--- src/rtl/roi_pkg.sv ---
// types, constants and lookup functions of the region of interest code decoder
package roi_pkg;

	localparam int unsigned CODE_W    = 32;
	localparam int unsigned INDEX_W   = 29;
	localparam int unsigned REL_W     = 28;
	localparam int unsigned CHAMBER_W = 4;
	localparam int unsigned LEVEL_W   = 4;
	localparam int unsigned CELL_W    = 14;
	localparam int unsigned SUM_W     = 15;
	localparam int unsigned GRID_W    = 15;
	localparam int unsigned EDGE_W    = 16;

	localparam int unsigned NUM_CHAMBERS = 10;
	localparam int unsigned NUM_LEVELS   = 13;
	localparam int unsigned MAX_CHAMBER  = 12;

	typedef logic [CODE_W-1:0]    code_t;
	typedef logic [INDEX_W-1:0]   index_t;
	typedef logic [REL_W-1:0]     rel_t;
	typedef logic [CHAMBER_W-1:0] chamber_t;
	typedef logic [LEVEL_W-1:0]   level_t;
	typedef logic [CELL_W-1:0]    cell_t;
	typedef logic [SUM_W-1:0]     sum_t;
	typedef logic [GRID_W-1:0]    grid_t;
	typedef logic [EDGE_W-1:0]    edge_t;

	// first code of each chamber
	function automatic code_t chamber_base(chamber_t c);
		code_t r;
		case (c)
			4'd1:    r = 32'd357848422;
			4'd2:    r = 32'd715696844;
			4'd3:    r = 32'd1073545266;
			4'd4:    r = 32'd1431393688;
			4'd5:    r = 32'd1789242110;
			4'd6:    r = 32'd2147090532;
			4'd7:    r = 32'd2504938954;
			4'd8:    r = 32'd2862787376;
			4'd9:    r = 32'd3220635798;
			4'd10:   r = 32'd3578484220;
			4'd11:   r = 32'd3936332642;
			4'd12:   r = 32'd4294181064;
			default: r = '0;
		endcase
		return r;
	endfunction

	// first location index of each level
	function automatic index_t level_start(level_t l);
		index_t r;
		case (l)
			4'd1:    r = 29'd1;
			4'd2:    r = 29'd10;
			4'd3:    r = 29'd59;
			4'd4:    r = 29'd284;
			4'd5:    r = 29'd1245;
			4'd6:    r = 29'd5214;
			4'd7:    r = 29'd21343;
			4'd8:    r = 29'd86368;
			4'd9:    r = 29'd347489;
			4'd10:   r = 29'd1394018;
			4'd11:   r = 29'd5584227;
			4'd12:   r = 29'd22353252;
			4'd13:   r = 29'd89445733;
			default: r = '0;
		endcase
		return r;
	endfunction

endpackage

--- src/rtl/roi_code_decoder.sv ---
// region of interest code decoder: seven stage pipeline from code word to grid box
//
// input: a code word is taken at a rising edge where start is high and busy is low.
// busy is always low, so a new word may be offered in every cycle.
// output: done is high for one cycle with the decoded word on the result ports;
// that word is taken at the edge ending the cycle, the receiver cannot hold it.
// pipeline: each word passes the seven register stages in order (chamber compare,
// chamber subtract, level compare, offset subtract, split into high and low halves,
// quotient correction, grid shift and add). throughput: one word per cycle.
// reset: arst_n clears every stage valid bit at once, words in flight are
// dropped and done stays low until new words come through.
// chamber_valid is low when the chamber is 10 or above; all other fields are
// still decoded from the remainder.
module roi_code_decoder (
	input  logic              clk,
	input  logic              arst_n,
	input  logic              start,
	output logic              busy,
	input  roi_pkg::code_t    roi_code,
	output logic              done,
	output roi_pkg::chamber_t chamber,
	output logic              chamber_valid,
	output roi_pkg::level_t   level,
	output roi_pkg::cell_t    cell_left,
	output roi_pkg::cell_t    cell_bottom,
	output roi_pkg::grid_t    grid_left,
	output roi_pkg::grid_t    grid_bottom,
	output roi_pkg::edge_t    grid_right,
	output roi_pkg::edge_t    grid_top
);
	import roi_pkg::*;

	logic [7:1] v_q;

	code_t    code_s1;
	chamber_t chamber_d;
	chamber_t chamber_s1, chamber_s2, chamber_s3, chamber_s4, chamber_s5, chamber_s6;
	index_t   index_s2, index_s3;
	level_t   level_d;
	level_t   level_s3, level_s4, level_s5, level_s6;
	rel_t     rel_s4;
	cell_t    high_s5;
	sum_t     sum_s5;
	sum_t     width_5;
	cell_t    row_s6, col_s6;
	level_t   coarse_6;
	grid_t    gl_6, gb_6;
	edge_t    span_6;

	chamber_t chamber_q;
	logic     chamber_valid_q;
	level_t   level_q;
	cell_t    cell_left_q, cell_bottom_q;
	grid_t    grid_left_q, grid_bottom_q;
	edge_t    grid_right_q, grid_top_q;

	assign busy = 1'b0;

	always_ff @(posedge clk or negedge arst_n) begin
		if (!arst_n) begin
			v_q <= '0;
		end else begin
			v_q <= {v_q[6:1], start & ~busy};
		end
	end

	// chamber by compare against the chamber bases
	always_comb begin
		chamber_d = '0;
		for (int k = 1; k <= MAX_CHAMBER; k++) begin
			if (roi_code >= chamber_base(CHAMBER_W'(k))) begin
				chamber_d = CHAMBER_W'(k);
			end
		end
	end

	always_ff @(posedge clk) begin
		code_s1    <= roi_code;
		chamber_s1 <= chamber_d;
	end

	always_ff @(posedge clk) begin
		index_s2   <= INDEX_W'(code_s1 - chamber_base(chamber_s1));
		chamber_s2 <= chamber_s1;
	end

	// level by compare against the level offsets
	always_comb begin
		level_d = '0;
		for (int k = 1; k <= NUM_LEVELS; k++) begin
			if (index_s2 >= level_start(LEVEL_W'(k))) begin
				level_d = LEVEL_W'(k);
			end
		end
	end

	always_ff @(posedge clk) begin
		index_s3   <= index_s2;
		level_s3   <= level_d;
		chamber_s3 <= chamber_s2;
	end

	always_ff @(posedge clk) begin
		rel_s4     <= REL_W'(index_s3 - level_start(level_s3));
		level_s4   <= level_s3;
		chamber_s4 <= chamber_s3;
	end

	// split at bit level+1: x = a*(w+1) + b = a*w + (a+b)
	always_ff @(posedge clk) begin
		high_s5    <= CELL_W'(rel_s4 >> (level_s4 + 1'b1));
		sum_s5     <= SUM_W'(rel_s4 >> (level_s4 + 1'b1))
			+ SUM_W'(rel_s4 & ~({REL_W{1'b1}} << (level_s4 + 1'b1)));
		level_s5   <= level_s4;
		chamber_s5 <= chamber_s4;
	end

	assign width_5 = (SUM_W'(2) << level_s5) - SUM_W'(1);

	// a+b is at most twice the width
	always_ff @(posedge clk) begin
		if (sum_s5 >= {width_5[SUM_W-2:0], 1'b0}) begin
			row_s6 <= high_s5 + CELL_W'(2);
			col_s6 <= CELL_W'(sum_s5 - {width_5[SUM_W-2:0], 1'b0});
		end else if (sum_s5 >= width_5) begin
			row_s6 <= high_s5 + CELL_W'(1);
			col_s6 <= CELL_W'(sum_s5 - width_5);
		end else begin
			row_s6 <= high_s5;
			col_s6 <= CELL_W'(sum_s5);
		end
		level_s6   <= level_s5;
		chamber_s6 <= chamber_s5;
	end

	assign coarse_6 = LEVEL_W'(NUM_LEVELS) - level_s6;
	assign gl_6     = GRID_W'(col_s6) << coarse_6;
	assign gb_6     = GRID_W'(row_s6) << coarse_6;
	assign span_6   = EDGE_W'(2) << coarse_6;

	always_ff @(posedge clk) begin
		chamber_q       <= chamber_s6;
		chamber_valid_q <= (chamber_s6 < CHAMBER_W'(NUM_CHAMBERS));
		level_q         <= level_s6;
		cell_left_q     <= col_s6;
		cell_bottom_q   <= row_s6;
		grid_left_q     <= gl_6;
		grid_bottom_q   <= gb_6;
		grid_right_q    <= EDGE_W'(gl_6) + span_6;
		grid_top_q      <= EDGE_W'(gb_6) + span_6;
	end

	assign done          = v_q[7];
	assign chamber       = chamber_q;
	assign chamber_valid = chamber_valid_q;
	assign level         = level_q;
	assign cell_left     = cell_left_q;
	assign cell_bottom   = cell_bottom_q;
	assign grid_left     = grid_left_q;
	assign grid_bottom   = grid_bottom_q;
	assign grid_right    = grid_right_q;
	assign grid_top      = grid_top_q;

endmodule

--- config.mk ---
export PLATFORM = sky130hd
export DESIGN_NAME = roi_code_decoder
export DESIGN_NICKNAME = d
export VERILOG_FILES = /design/src/rtl/roi_pkg.sv /design/src/rtl/roi_code_decoder.sv
export SDC_FILE = /design/constraint.sdc
export NUM_CORES = 1
export LEC_CHECK = 0
export ABC_CLOCK_PERIOD_IN_PS = 4780
export BUFFER_PORTS_ARGS = -buffer_cell sky130_fd_sc_hd__buf_2
export CORE_AREA = 4 4 182 184
export CTS_CLUSTER_SIZE = 25
export DETAILED_ROUTE_END_ITERATION = 10
export DIE_AREA = 0 0 186 188
export GPL_TIMING_DRIVEN = 0
export PLACE_DENSITY = 0.76
export SLEW_MARGIN = 20
export SYNTH_ARGS = -nofsm -noshare
export SYNTH_HDL_FRONTEND = slang
export SYNTH_SLANG_ARGS = --single-unit
--- constraint.sdc ---
create_clock -name clk -period 4.78 [get_ports clk]
set_input_delay 0.956 -clock clk [delete_from_list [all_inputs] [get_ports clk]]
set_output_delay 0.956 -clock clk [all_outputs]
set_load 0.02 [all_outputs]
# Word-level counts from Yosys, hierarchy flattened
# Memory sizes are Yosys's and may differ from the RTL's.
# Cells that the tools add are included.
# op_classes
n_addsub,12
magnitude_cmp,28
n_shift,6
n_mux,27
bitwise,2
n_reduce_logical,3
# op_table
cell,n
32-bit >= comparator (second input constant),6
32-bit by 31-bit >= comparator with 1-bit output (second input constant),3
32-bit by 30-bit >= comparator with 1-bit output (second input constant),2
14-bit two-way mux,4
4-bit two-way mux,12
15-bit by 16-bit adder with 16-bit output,2
32-bit by 29-bit >= comparator with 1-bit output (second input constant),1
15-bit >= comparator,2
14-bit by 4-bit left shift with 15-bit output,2
29-bit by 1-bit >= comparator with 1-bit output (second input constant),1
29-bit by 11-bit >= comparator with 1-bit output (second input constant),1
29-bit by 13-bit >= comparator with 1-bit output (second input constant),1
29-bit by 15-bit >= comparator with 1-bit output (second input constant),1
29-bit by 17-bit >= comparator with 1-bit output (second input constant),1
29-bit by 19-bit >= comparator with 1-bit output (second input constant),1
29-bit by 21-bit >= comparator with 1-bit output (second input constant),1
29-bit by 23-bit >= comparator with 1-bit output (second input constant),1
29-bit by 25-bit >= comparator with 1-bit output (second input constant),1
29-bit by 27-bit >= comparator with 1-bit output (second input constant),1
29-bit by 4-bit >= comparator with 1-bit output (second input constant),1
29-bit by 6-bit >= comparator with 1-bit output (second input constant),1
29-bit by 9-bit >= comparator with 1-bit output (second input constant),1
29-bit subtractor,1
28-bit by 4-bit left shift with 15-bit output (first input constant),1
19 further kinds,29
# word_totals
register_bits,317
romBits,848
out_inout_bits,101
mem_count,2
# memory_table
name,words,width,rd,rd_ports_with_merged_regs,write_ports,line_no,rtl
(no name shown),16,31,1,0,0,roi_pkg.sv:31,case (c)
(no name shown),16,22,1,0,0,roi_pkg.sv:52,case (l)

# Logic depth before layout (Yosys ltp)
# Gate-level depths: netlist (run 1).
# logic_depth
word_depth,13
ltp_mapped,25
depth_no_buf,21

# Worst setup path after synthesis (run 1)
# OpenSTA, ideal clock, no wires.
# synth_path
kind,register -> register
start,reg level_s4[0]
end,reg sum_s5[14]
setup_time_ps,72
t_arrival_ps,4760
setup_slack_ps,-52
stages_incl_launch_ff,26
path_buffers,5
synth_period_minus_slack_ps,4832
path_cell_list,dfxtp_1 -> inv_1 -> clkbuf_1 -> clkbuf_1 -> ha_1 -> clkbuf_1 -> buf_1 -> clkbuf_1 -> mux2i_1 -> nand2_1 -> nand2_1 -> nor2_1 -> a31oi_1 -> a21oi_1 -> ha_1 -> inv_1 -> fa_1 -> nor2b_1 -> o21ai_0 -> a21boi_0 -> o21ai_0 -> a211oi_1 -> o31ai_1 -> o21bai_1 -> a21oi_1 -> xnor2_1
# synth_via
elab_chain_cells,5
word_cells_on_any_way,6
cone_classes,2 x add/sub; 2 x shift; 2 x bitwise
# synth_lines
element,line_no,rtl
from (decl),roi_code_decoder.sv:40,"level_t level_s3, level_s4, level_s5, level_s6;"
from (signal assigned),roi_code_decoder.sv:105,level_s4 <= level_s3;
4-bit by 1-bit adder with 4-bit output *,"roi_code_decoder.sv:112, roi_code_decoder.sv:113",
28-bit by 4-bit left shift with 15-bit output,roi_code_decoder.sv:113,+ SUM_W'(rel_s4 & ~({REL_W{1'b1}} << (level_s4 + 1'b1)));
15-bit inverter,roi_code_decoder.sv:113,
15-bit AND,roi_code_decoder.sv:113,
15-bit adder *,roi_code_decoder.sv:113,
to (signal assigned),roi_code_decoder.sv:112,sum_s5 <= SUM_W'(rel_s4 >> (level_s4 + 1'b1))
to (decl),roi_code_decoder.sv:43,sum_t sum_s5;
# Every way passes the cells marked *; elsewhere a longest branch is shown, timed or not.
# A chain may end at the register's enable or synchronous reset.

# Worst setup path in the final report (run 1)
# layout_path
start,reg level_s4[0]
end,reg sum_s5[13]
# Same word-level chain as after synthesis.

==> impl_results.md, run 1 <==
- Final hold violations: 0
- WS Path Type: flop to flop
- Seq/Total Area, Yosys: 36.9%
- Worst reg2reg path depth: 20
- # rows: 65
- Data required, critical path: 5.26 ns
- I/O Buffers: 132
- P per Cell Area: 852 nW/µm²
- Clock transition at the registers of the reported paths: 0.07 ns
- Synth area leaders: dfxtp_1 (36%), ha_1 (9.8%), a21oi_1 (4.7%)
- Post-synth top area cell: dfxtp_1
- Layout cells sized above 1: 12.8%
- First-pass GRT wire length: 74200 µm
- Worst VDD drop: 0.000507 V
- CP max FO: 10
- CP max-delay cell: dfxtp_4
- CTS Buffer Depth: 3
- Worst path top cell family by delay: compound AO/OA/AOI/OAI gates
- Lkg Pwr: 8.48 nW
- Die Wd: 186 µm
- Synth top cells by count: dfxtp_1 (308), nand2_1 (164), a21oi_1 (161)
- Number of fill cells: 2713
- Routed via count: 15.1k
- Initial core utilization: 54.7%
- Pin count of the biggest net entering global routing: 16
- Area Growth Syn to Fin: 13.0%
- Most instantiated library cell after synthesis: dfxtp_1
- Gpl congestion: 0.986
- Reg-to-Reg End: sum_s5[13]
- Clock skew: 0.00855 ns
- Flop-to-flop setup slack: 0.28 ns
- Post-detail-place hpwl: 36500 µm
- Primary FF master, synth: dfxtp_1
- Synth warn: 0
- Avg Cell Area, Syn: 8.81 µm²
- Drt pass-1 iters: 7
- R2r startpoint: level_s4[0]
- Fin nets: 2293
- Residual DRC: 0
- All-Layer GR Usage: 25.7%
- Crit start category: flop
- Antenna Diode Count: 0
- Crit-path max cell delay: 0.41 ns
- CTS tree: done
- CORE AREA: 31400 µm²
- HP Class: input port to asynchronous set/reset pin
- Vias per cell: 5.93
- Setup TNS: 0 ns
- Clk sinks: 315
- Hold WS: 0.206 ns
- Yosys reg bits: 315
- Slew Limit Fails: 0
- Headroom to the max-slew limit: 44.8%
- Outcome: finished, final reports clean
- Placed cell areas: 18300 µm²
- Clock latency on the worst-skew pair: 0.56 ns
- Number of antenna violations at the first check in global routing: 0
- Post-route clock period utilization: 94.1%
- Starting DRC count in detailed routing: 1199
- CP Buf/Inv Count: 5
- Total CTS buffers: 31
- Worst Setup End Kind: flop
- Unrepaired setup endpoints after global routing: yes
- Root Buffer Master: clkbuf_16
- Cell Count, Final, Fillers Out: 2539
- Ports: 136
- Worst-Margin Slew: 0.819 ns
- Gr ovfl total: 0
- H-tree lvl count: 1
- Final setup viols: 0
- DIE AREA: 35000 µm²
- Synth async-reset ratio: 2.22%
- Post-synth design cell area: 17200 µm²
- Worst path cell trace: inv_1 -> clkbuf_2 -> clkbuf_4 -> ha_4 -> buf_4 -> mux2_2 -> o21ai_2 -> o211ai_1 -> o21ai_4 -> inv_1 -> ha_1 -> a21o_1 -> a21oi_2 -> o21ai_0 -> a211o_1 -> a31oi_1 -> a21oi_1 -> a21o_1 -> a21oi_1 -> xnor2_1
- Synthesized Nets: 2128
- Library cells used by synthesis: 90
- Vias in the first global route: 14.7k
- Max Clk Rate: 0.222 GHz
- Top-area cell type share of the netlist area: 35.9%
- Detail Route Antenna Nets: 0
- Mapped Cells: 1951
- Max Cap Viol: 0
- Multi-input logic area: 10300 µm²
- Fin area: 19400 µm²
- Post-synth EDFFs: 0
- Crit path DAT: 4.98 ns
- Post-Route WL: 46300 µm
- Sequential standard cell area: 6340 µm²
- DP Cell Count: 2485
- Avg WL per Cell: 18.3 µm
- Die Y-Extent: 188 µm
- Final min period: 4.50 ns
-- cells by family after synthesis --
kind of cell               Yosys count  share of synthesized area [%]
AOI/OAI and AO/OA                  540                           20.3
xor gates and xnor gates           126                           6.42
adders and majority gates          145                           10.8
buffers and inverters              150                           3.42
DFF                                315                           36.9
muxes                               82                           5.20
other                                1                         0.0218
and+or+nand+nor                    592                           16.9
-- layout by cell type, fill, tap and decap left out, types with 58 or more instances in the layout --
master and count:
xnor2_1 85, a21oi_1 159, inv_1 73, ha_1 134
dfxtp_1 307, nand2_1 164, mux2i_1 58, buf_2 136
nor2_1 147, o21ai_0 102
-- routing by layer --
| metal | routed length [µm] | global-route usage (%) | vias up |
|---|---|---|---|
| li1 | - | - | 7341 |
| met1 | 19400 | 31.6 | 7017 |
| met2 | 22300 | 44.9 | 561 |
| met3 | 2600 | 3.38 | 146 |
| met4 | 2010 | 10.4 | 0 |
| met5 | 0 | 0 | - |
-- sequential cells by signal, indices dropped and copies added (netlist names), 7 cells and up --
signal / flops
cell_bottom: 14
cell_left: 14
code_s1: 29
col_s6: 14
grid_bottom: 14
grid_left: 14
grid_right: 16
grid_top: 16
high_s5: 14
index_s2: 29
index_s3: 28
rel_s4: 28
row_s6: 14
sum_s5: 15
v_q: 7
-- layout make-up --
| cell class | instances | area share, % |
|---|---|---|
| Buffer | 73 | 1.68 |
| Clock buffer | 37 | 4.21 |
| Clock inverter | 17 | 0.793 |
| Inverter | 75 | 1.45 |
| Multi-Input combinational cell | 1486 | 53.1 |
| Sequential cell | 315 | 32.7 |
| Tap cell | 402 | 2.59 |
| Timing Repair Buffer | 134 | 3.48 |
-- metrics by stage --
stage	total power [W]	setup slack (ns)	utilization, %
after floorplan	0.0113	0.0953	-
after global placement	0.0137	-1.05	58.4
after detailed placement	0.0139	-1.21	58.4
after CTS	0.0164	0.0207	61.7
after global routing	0.0177	-0.0505	61.9
final	0.0165	0.282	61.9
-- worst max-delay path by stage --
stage / startpoint / end / slack, ns / depth (start not counted)
floorplan: level_s4[0] / sum_s5[14] / 0.1 / 25
global placement: level_s4[0] / sum_s5[14] / -1.05 / 25
detailed placement: level_s4[0] / sum_s5[14] / -1.21 / 25
CTS: level_s4[0] / sum_s5[14] / 0.02 / 24
global route: level_s4[0] / sum_s5[14] / -0.05 / 23
finish: level_s4[0] / sum_s5[13] / 0.28 / 20
-- worst reg2reg max path, stage by stage (launching register included) --
cell and delay [ns]:
dfxtp_4 0.41, inv_1 0.10, clkbuf_2 0.20, clkbuf_4 0.23, ha_4 0.34, buf_4 0.22, mux2_2 0.37, o21ai_2 0.20
o211ai_1 0.16, o21ai_4 0.13, inv_1 0.08, ha_1 0.30, a21o_1 0.20, a21oi_2 0.17, o21ai_0 0.13, a211o_1 0.33
a31oi_1 0.21, a21oi_1 0.14, a21o_1 0.19, a21oi_1 0.17, xnor2_1 0.16
-- power by group --
part / switching (W) / total, W / internal [W]
registers: 0.000840 / 0.00469 / 0.00385
logic: 0.00566 / 0.00951 / 0.00385
clock network: 0.00101 / 0.00234 / 0.00132
-- repair_timing --
action	CTS	global route
pin swaps	2	0
resized for setup	14	31
setup buffers	2	0
setup endpoints to repair	11	15
hold buffers	0	0
(Power assumes the default switching activity.)
==> run 2, diff against run 1 <==
CORE_AREA = 4 4 174 193   (was 4 4 182 184)
DIE_AREA = 0 0 178 197   (was 0 0 186 188)
==> run 2 against run 1 <==
Against the previous run:
- combinational power grew 0.7%
- register-to-register slack lost 0.04 ns
- final area grew 0.80%
- sequential cell count is the same
- sequential power is essentially flat
- fmax shrank 0.81%
- non-clock buffer count grew 1
- largest cell class unchanged
- highest routed layer unchanged
==> impl_results.md, run 2 (synthesis results as in run 1) <==
- Outcome: finished, final reports clean
- Final setup viols: 0 (unchanged)
- Hold WS: 0.255 ns (+0.0488 ns)
- Number of antenna violations at the first check in global routing: 0 (unchanged)
- Post-detail-place hpwl: 37100 µm (+1.7%)
- Root Buffer Master: clkbuf_16
- Worst path cell trace: inv_1 -> clkbuf_2 -> buf_2 -> ha_4 -> mux2_2 -> mux2_2 -> nand2_1 -> nand2_1 -> o21ai_4 -> inv_1 -> ha_1 -> a21o_1 -> a21oi_2 -> o21ai_0 -> a211o_1 -> a31oi_1 -> a21oi_1 -> a21o_1 -> a21oi_1 -> xnor2_1
- Die Y-Extent: 197 µm (+4.8%)
- Total CTS buffers: 34 (+9.7%)
- Clock skew: 0.0182 ns (+0.00962 ns)
- Utilization after layout: 62.3% (+0.49 points)
- WS Path Type: flop to flop
- Final min period: 4.53 ns (+0.0368 ns)
- All-Layer GR Usage: 25.8% (+0.16 points)
- HP Class: input port to asynchronous set/reset pin
- Max Clk Rate: 0.221 GHz (-0.81%)
- Most frequent cells in the layout: dfxtp_1 (307), nand2_1 (164), a21oi_1 (159)
- I/O Buffers: 132 (unchanged)
- CORE AREA: 31400 µm² (about the same)
- Avg WL per Cell: 18.2 µm (-0.23%)
- Worst Setup End Kind: flop
- Clock latency on the worst-skew pair: 0.53 ns (-0.03 ns)
- Layout cells sized above 1: 13.0% (+0.20 points)
- CP max-delay cell: dfxtp_2
- Gpl congestion: 0.955 (-3.1%)
- Fin nets: 2297 (+0.17%)
- P per Cell Area: 859 nW/µm² (+0.93%)
- Ports: 136 (unchanged)
- Worst-Margin Slew: 0.740 ns (-0.0788 ns)
- Detail Route Antenna Nets: 0 (unchanged)
- Slew Limit Fails: 0 (unchanged)
- DIE AREA: 35100 µm² (+0.28%)
- Drt pass-1 iters: 7 (unchanged)
- Vias in the first global route: 14.7k (+0.14%)
- Critical Path Source: level_s4[0]
- Initial core utilization: 54.7% (about the same)
- Largest registers: code_s1: 29 flops, index_s2: 29 flops
- Antenna Diode Count: 0 (unchanged)
- Area Growth Syn to Fin: 13.9%
- Hold Buf Count CTS: 0 (unchanged)
- Lkg Pwr: 8.56 nW (+0.88%)
- Crit start category: flop
- Power, Total: 0.0168 W (+1.7%)
- Pin count of the biggest net entering global routing: 20 (+4)
- Max Cap Viol: 0 (unchanged)
- First-pass GRT wire length: 74300 µm (+0.23%)
- R2r startpoint: level_s4[0]
- Die Wd: 178 µm (-4.3%)
- Vias per cell: 5.91 (-0.40%)
- Crit-path max cell delay: 0.43 ns (+0.02 ns)
- CTS tree: done
- Final hold violations: 0 (unchanged)
- CP max FO: 10 (unchanged)
- Leading cell type in the layout, fill and taps excluded: dfxtp_1
- CTS Buffer Depth: 3 (unchanged)
- Clk sinks: 315 (unchanged)
- Post-route clock period utilization: 94.9% (+0.77 points)
- Crit path DAT: 4.96 ns (-0.02 ns)
- Routed via count: 15.1k (+0.50%)
- Worst VDD drop: 0.000382 V (-25%)
- H-tree lvl count: 2 (+1)
- Post-Route WL: 46700 µm (+0.67%)
- Headroom to the max-slew limit: 50.1% (+5.3 points)
- Setup TNS: 0 ns (unchanged)
- Clock transition at the registers of the reported paths: 0.06 ns (about the same)
- Residual DRC: 0 (unchanged)
- # rows: 68 (+4.6%)
- Data required, critical path: 5.20 ns (-0.06 ns)
- Starting DRC count in detailed routing: 916 (-24%)
- Gr ovfl total: 0 (unchanged)
- Unrepaired setup endpoints after global routing: no
-- run 2: cell count changes in the layout (fill, tap and decap cells not counted), sizes merged --
cell | previous run | this run
clkinv | 11 | 8
inv | 76 | 79
clkinvlp | 3 | 1
clkbuf | 96 | 102
buf | 148 | 149
-- run 2: layout make-up --
class,instances,area (µm²)
sequential,315,6340
timing repair buffer,135,683
fill,2727,11800
inverter,75,282
buffer,73,335
tap,420,526
clock inverter,15,143
multi-input combinational,1486,10300
clock buffer,43,946
-- run 2: report_power, final --
| group | internal, W | total [W] | switching, W |
|---|---|---|---|
| registers | 0.00385 | 0.00468 | 0.000836 |
| logic | 0.00383 | 0.00958 | 0.00574 |
| clock network | 0.00151 | 0.00256 | 0.00104 |
-- run 2: path summary, 6_finish.rpt --
check | to | cells after the start | slack (ns)
setup / recovery | sum_s5[13] | 20 | 0.25
hold / removal | v_q[2] | 1 | 0.25
setup reg to reg | sum_s5[13] | 20 | 0.25
hold reg to reg | chamber_s3[3] | 0 | 0.31
max in group asynchronous | v_q[6] | 1 | 4.37
min in group clk | chamber_s3[3] | 0 | 0.31
-- run 2: metrics by stage --
stage                     std cells  instance area (µm²)  worst slack, ns
after CTS                      2559                19500          -0.0650
after global routing           2562                19600           0.0106
after floorplan                1951                17200           0.0953
final                          2562                19600            0.246
after detailed placement       2503                18400            -1.33
after global placement         2503                18400            -1.19
-- run 2: critical path, delay by kind of cell, from the launching register on --
family	cells	cell delay, ns
flip-flops	1	0.43
adder cells (fa/ha/maj)	2	0.64
XOR/XNOR	1	0.19
buffers and inverters	4	0.62
AO/OA/AOI/OAI	9	1.71
multiplexers	2	0.65
AND/OR/NAND/NOR	2	0.20
-- run 2: timing repair --
item	CTS	global route
resized for setup	17	30
hold endpoints to repair	0	0
buffers inserted	0	3
setup endpoints to repair	15	9
cloned	0	0
pin swaps	1	4
-- run 2: metal layers --
layer / global-route usage, % / part of all wire [%] / up-vias
met5: 0 / 0 / -
met1: 29.4 / 39 / 7060
li1: - / - / 7363
met2: 46.9 / 50 / 555
met4: 13.3 / 5.6 / 0
met3: 3.32 / 5.4 / 163
==> run 3, diff against run 2 <==
GPL_TIMING_DRIVEN = not set   (was 0)
==> run 3 against run 2 <==
Against the previous run:
- combinational power down 5.2%
- final area shrank 1.4%
- routed wire length decreased by 5.9%
- hold slack got worse by 0.031 ns
- register-to-register slack better by 0.12 ns
- critical endpoint is now row_s6[4]
- highest routed layer unchanged
==> impl_results.md, run 3 (synthesis results as in run 1) <==
- P per Cell Area: 848 nW/µm² (-1.3%)
- CP Buf/Inv Count: 0 (-4)
- Setup TNS: 0 ns (unchanged)
- Cell repeated most along the worst path: ha_1
- Pin count of the biggest net entering global routing: 43 (+110%)
- Clock skew: 0.0107 ns (-0.00746 ns)
- Worst path cell trace: or2_2 -> or3_1 -> ha_1 -> nor3_1 -> a21o_1 -> a32oi_1 -> ha_1 -> nand3_1 -> nor2_1 -> o31ai_1 -> a31o_1 -> maj3_2 -> o211a_1 -> o31a_4 -> nor3b_2 -> xor2_1
- Worst Setup End Kind: flop
- Layout cells sized above 1: 12.9% (-0.077 points)
- Area Growth Syn to Fin: 12.4%
- CTS tree: done
- Max Cap Viol: 0 (unchanged)
- Critical Path Source: level_s5[1]
- Vias in the first global route: 14.3k (-2.7%)
- Root Buffer Master: clkbuf_16
- Initial core utilization: 54.7% (unchanged)
- Data required, critical path: 5.26 ns (+0.06 ns)
- Die Y-Extent: 197 µm (unchanged)
- Crit path DAT: 4.90 ns (-0.06 ns)
- Post-Route WL: 43900 µm (-5.9%)
- Place WS: 0.414 ns (+1.74 ns)
- Starting DRC count in detailed routing: 1129 (+23%)
- CP max-delay cell: dfxtp_1
- Final hold violations: 0 (unchanged)
- Largest registers: code_s1: 29 flops, index_s2: 29 flops
- Avg WL per Cell: 17.5 µm (-3.8%)
- Unrepaired setup endpoints after global routing: no
- Leading cell type in the layout, fill and taps excluded: dfxtp_1
- H-tree lvl count: 1 (-1)
- Ports: 136 (unchanged)
- Clk sinks: 315 (unchanged)
- Total CTS buffers: 31 (-8.8%)
- Detail Route Antenna Nets: 0 (unchanged)
- Worst VDD drop: 0.000431 V (+13%)
- DIE AREA: 35100 µm² (unchanged)
- Crit start category: flop
- Crit-path max cell delay: 0.45 ns (+0.02 ns)
- Lkg Pwr: 8.45 nW (-1.3%)
- Worst path top cell family by delay: simple AND/OR/NAND/NOR gates
- First-pass GRT wire length: 71000 µm (-4.5%)
- Die Wd: 178 µm (unchanged)
- Max Clk Rate: 0.226 GHz (+2.7%)
- Outcome: finished, final reports clean
- Worst Setup Slack, final: 0.363 ns (+0.118 ns)
- Headroom to the max-slew limit: 49.8% (-0.32 points)
- Final setup viols: 0 (unchanged)
- Post-detail-place hpwl: 34000 µm (-8.4%)
- Antenna Diode Count: 0 (unchanged)
- Number of fill cells: 2717 (-0.37%)
- CP max FO: 13 (+3)
- Hold Buf Count CTS: 0 (unchanged)
- Fin nets: 2239 (-2.5%)
- Gpl congestion: 0.942 (-1.5%)
- Vias per cell: 5.85 (-1.0%)
- Clock transition at the registers of the reported paths: 0.07 ns (about the same)
- HP Class: input port to asynchronous set/reset pin
- # rows: 68 (unchanged)
- Hold WS: 0.224 ns (-0.0308 ns)
- CTS Buffer Depth: 3 (unchanged)
- Final min period: 4.42 ns (-0.118 ns)
- CORE AREA: 31400 µm² (unchanged)
- All-Layer GR Usage: 24.3% (-1.6 points)
- Most frequent cells in the layout: dfxtp_1 (306), nand2_1 (164), a21oi_1 (161)
- Residual DRC: 0 (unchanged)
- Slew Limit Fails: 0 (unchanged)
- Gr ovfl total: 0 (unchanged)
- I/O Buffers: 134 (+1.5%)
- Drt pass-1 iters: 7 (unchanged)
- Clock latency on the worst-skew pair: 0.55 ns (+0.02 ns)
- Routed via count: 14.7k (-3.2%)
- Worst-Margin Slew: 0.747 ns (+0.00627 ns)
- WS Path Type: flop to flop
- R2r startpoint: level_s5[1]
- Post-route clock period utilization: 92.4% (-2.5 points)
- Power, Total: 0.0164 W (-2.6%)
- Number of antenna violations at the first check in global routing: 0 (unchanged)
run 3: cell count changes in the layout (fill, tap and decap cells not counted), moves of 3 or more:
cell | before | now
o21ai_0 | 102 | 107
clkbuf_16 | 35 | 31
buf_6 | 4 | 0
clkbuf_2 | 6 | 0
clkbuf_1 | 55 | 2
clkinvlp_4 | 1 | 6
bufinv_16 | 2 | 5
buf_1 | 3 | 0
inv_6 | 4 | 1
buf_4 | 6 | 19
run 3: through the flow:
step	util (%)	cells	area, µm²
CTS	61.5	2505	19300
floorplan	-	1951	17200
detailed placement	58.0	2449	18200
global placement	58.0	2449	18200
global route	61.5	2505	19300
finish	61.5	2505	19300
run 3: cell type report:
| cell class | count | area (µm²) | share of cell area, % |
|---|---|---|---|
| Clock buffer | 37 | 838 | 4.34 |
| Clock inverter | 19 | 243 | 1.26 |
| Inverter | 75 | 282 | 1.46 |
| Multi-Input combinational cell | 1486 | 10300 | 53.2 |
| Sequential cell | 315 | 6340 | 32.9 |
| Tap cell | 420 | 526 | 2.72 |
| Timing Repair Buffer | 153 | 813 | 4.21 |
run 3: worst paths after layout:
check	cells after the start	to	slack, ns
worst min register to register	0	chamber_s3[1]	0.33
worst max register to register	16	row_s6[4]	0.36
max in group asynchronous	1	v_q[7]	4.40
min in group clk	0	chamber_s3[1]	0.33
worst min-delay path	1	v_q[1]	0.22
worst max-delay path	16	row_s6[4]	0.36
run 3: per-layer routing:
layer / vias up / track usage (%) / share of wire [%]
met5: - / 0 / 0
met4: 0 / 8.71 / 3.7
met3: 111 / 2.78 / 5.2
met2: 481 / 44.9 / 51
met1: 6831 / 28.8 / 41
li1: 7233 / - / -
run 3: report_power, final:
group,internal [W],switching [W],total [W]
sequential,0.00385,0.000916,0.00476
clock,0.00152,0.00102,0.00254
combinational,0.00374,0.00535,0.00908
total,0.00910,0.00728,0.0164
run 3: what timing repair did:
item,4_1_cts,5_1_grt
setup buffers,0,0
hold endpoints to repair,0,0
resized for setup,0,1
endpoints found under the setup margin,0,1
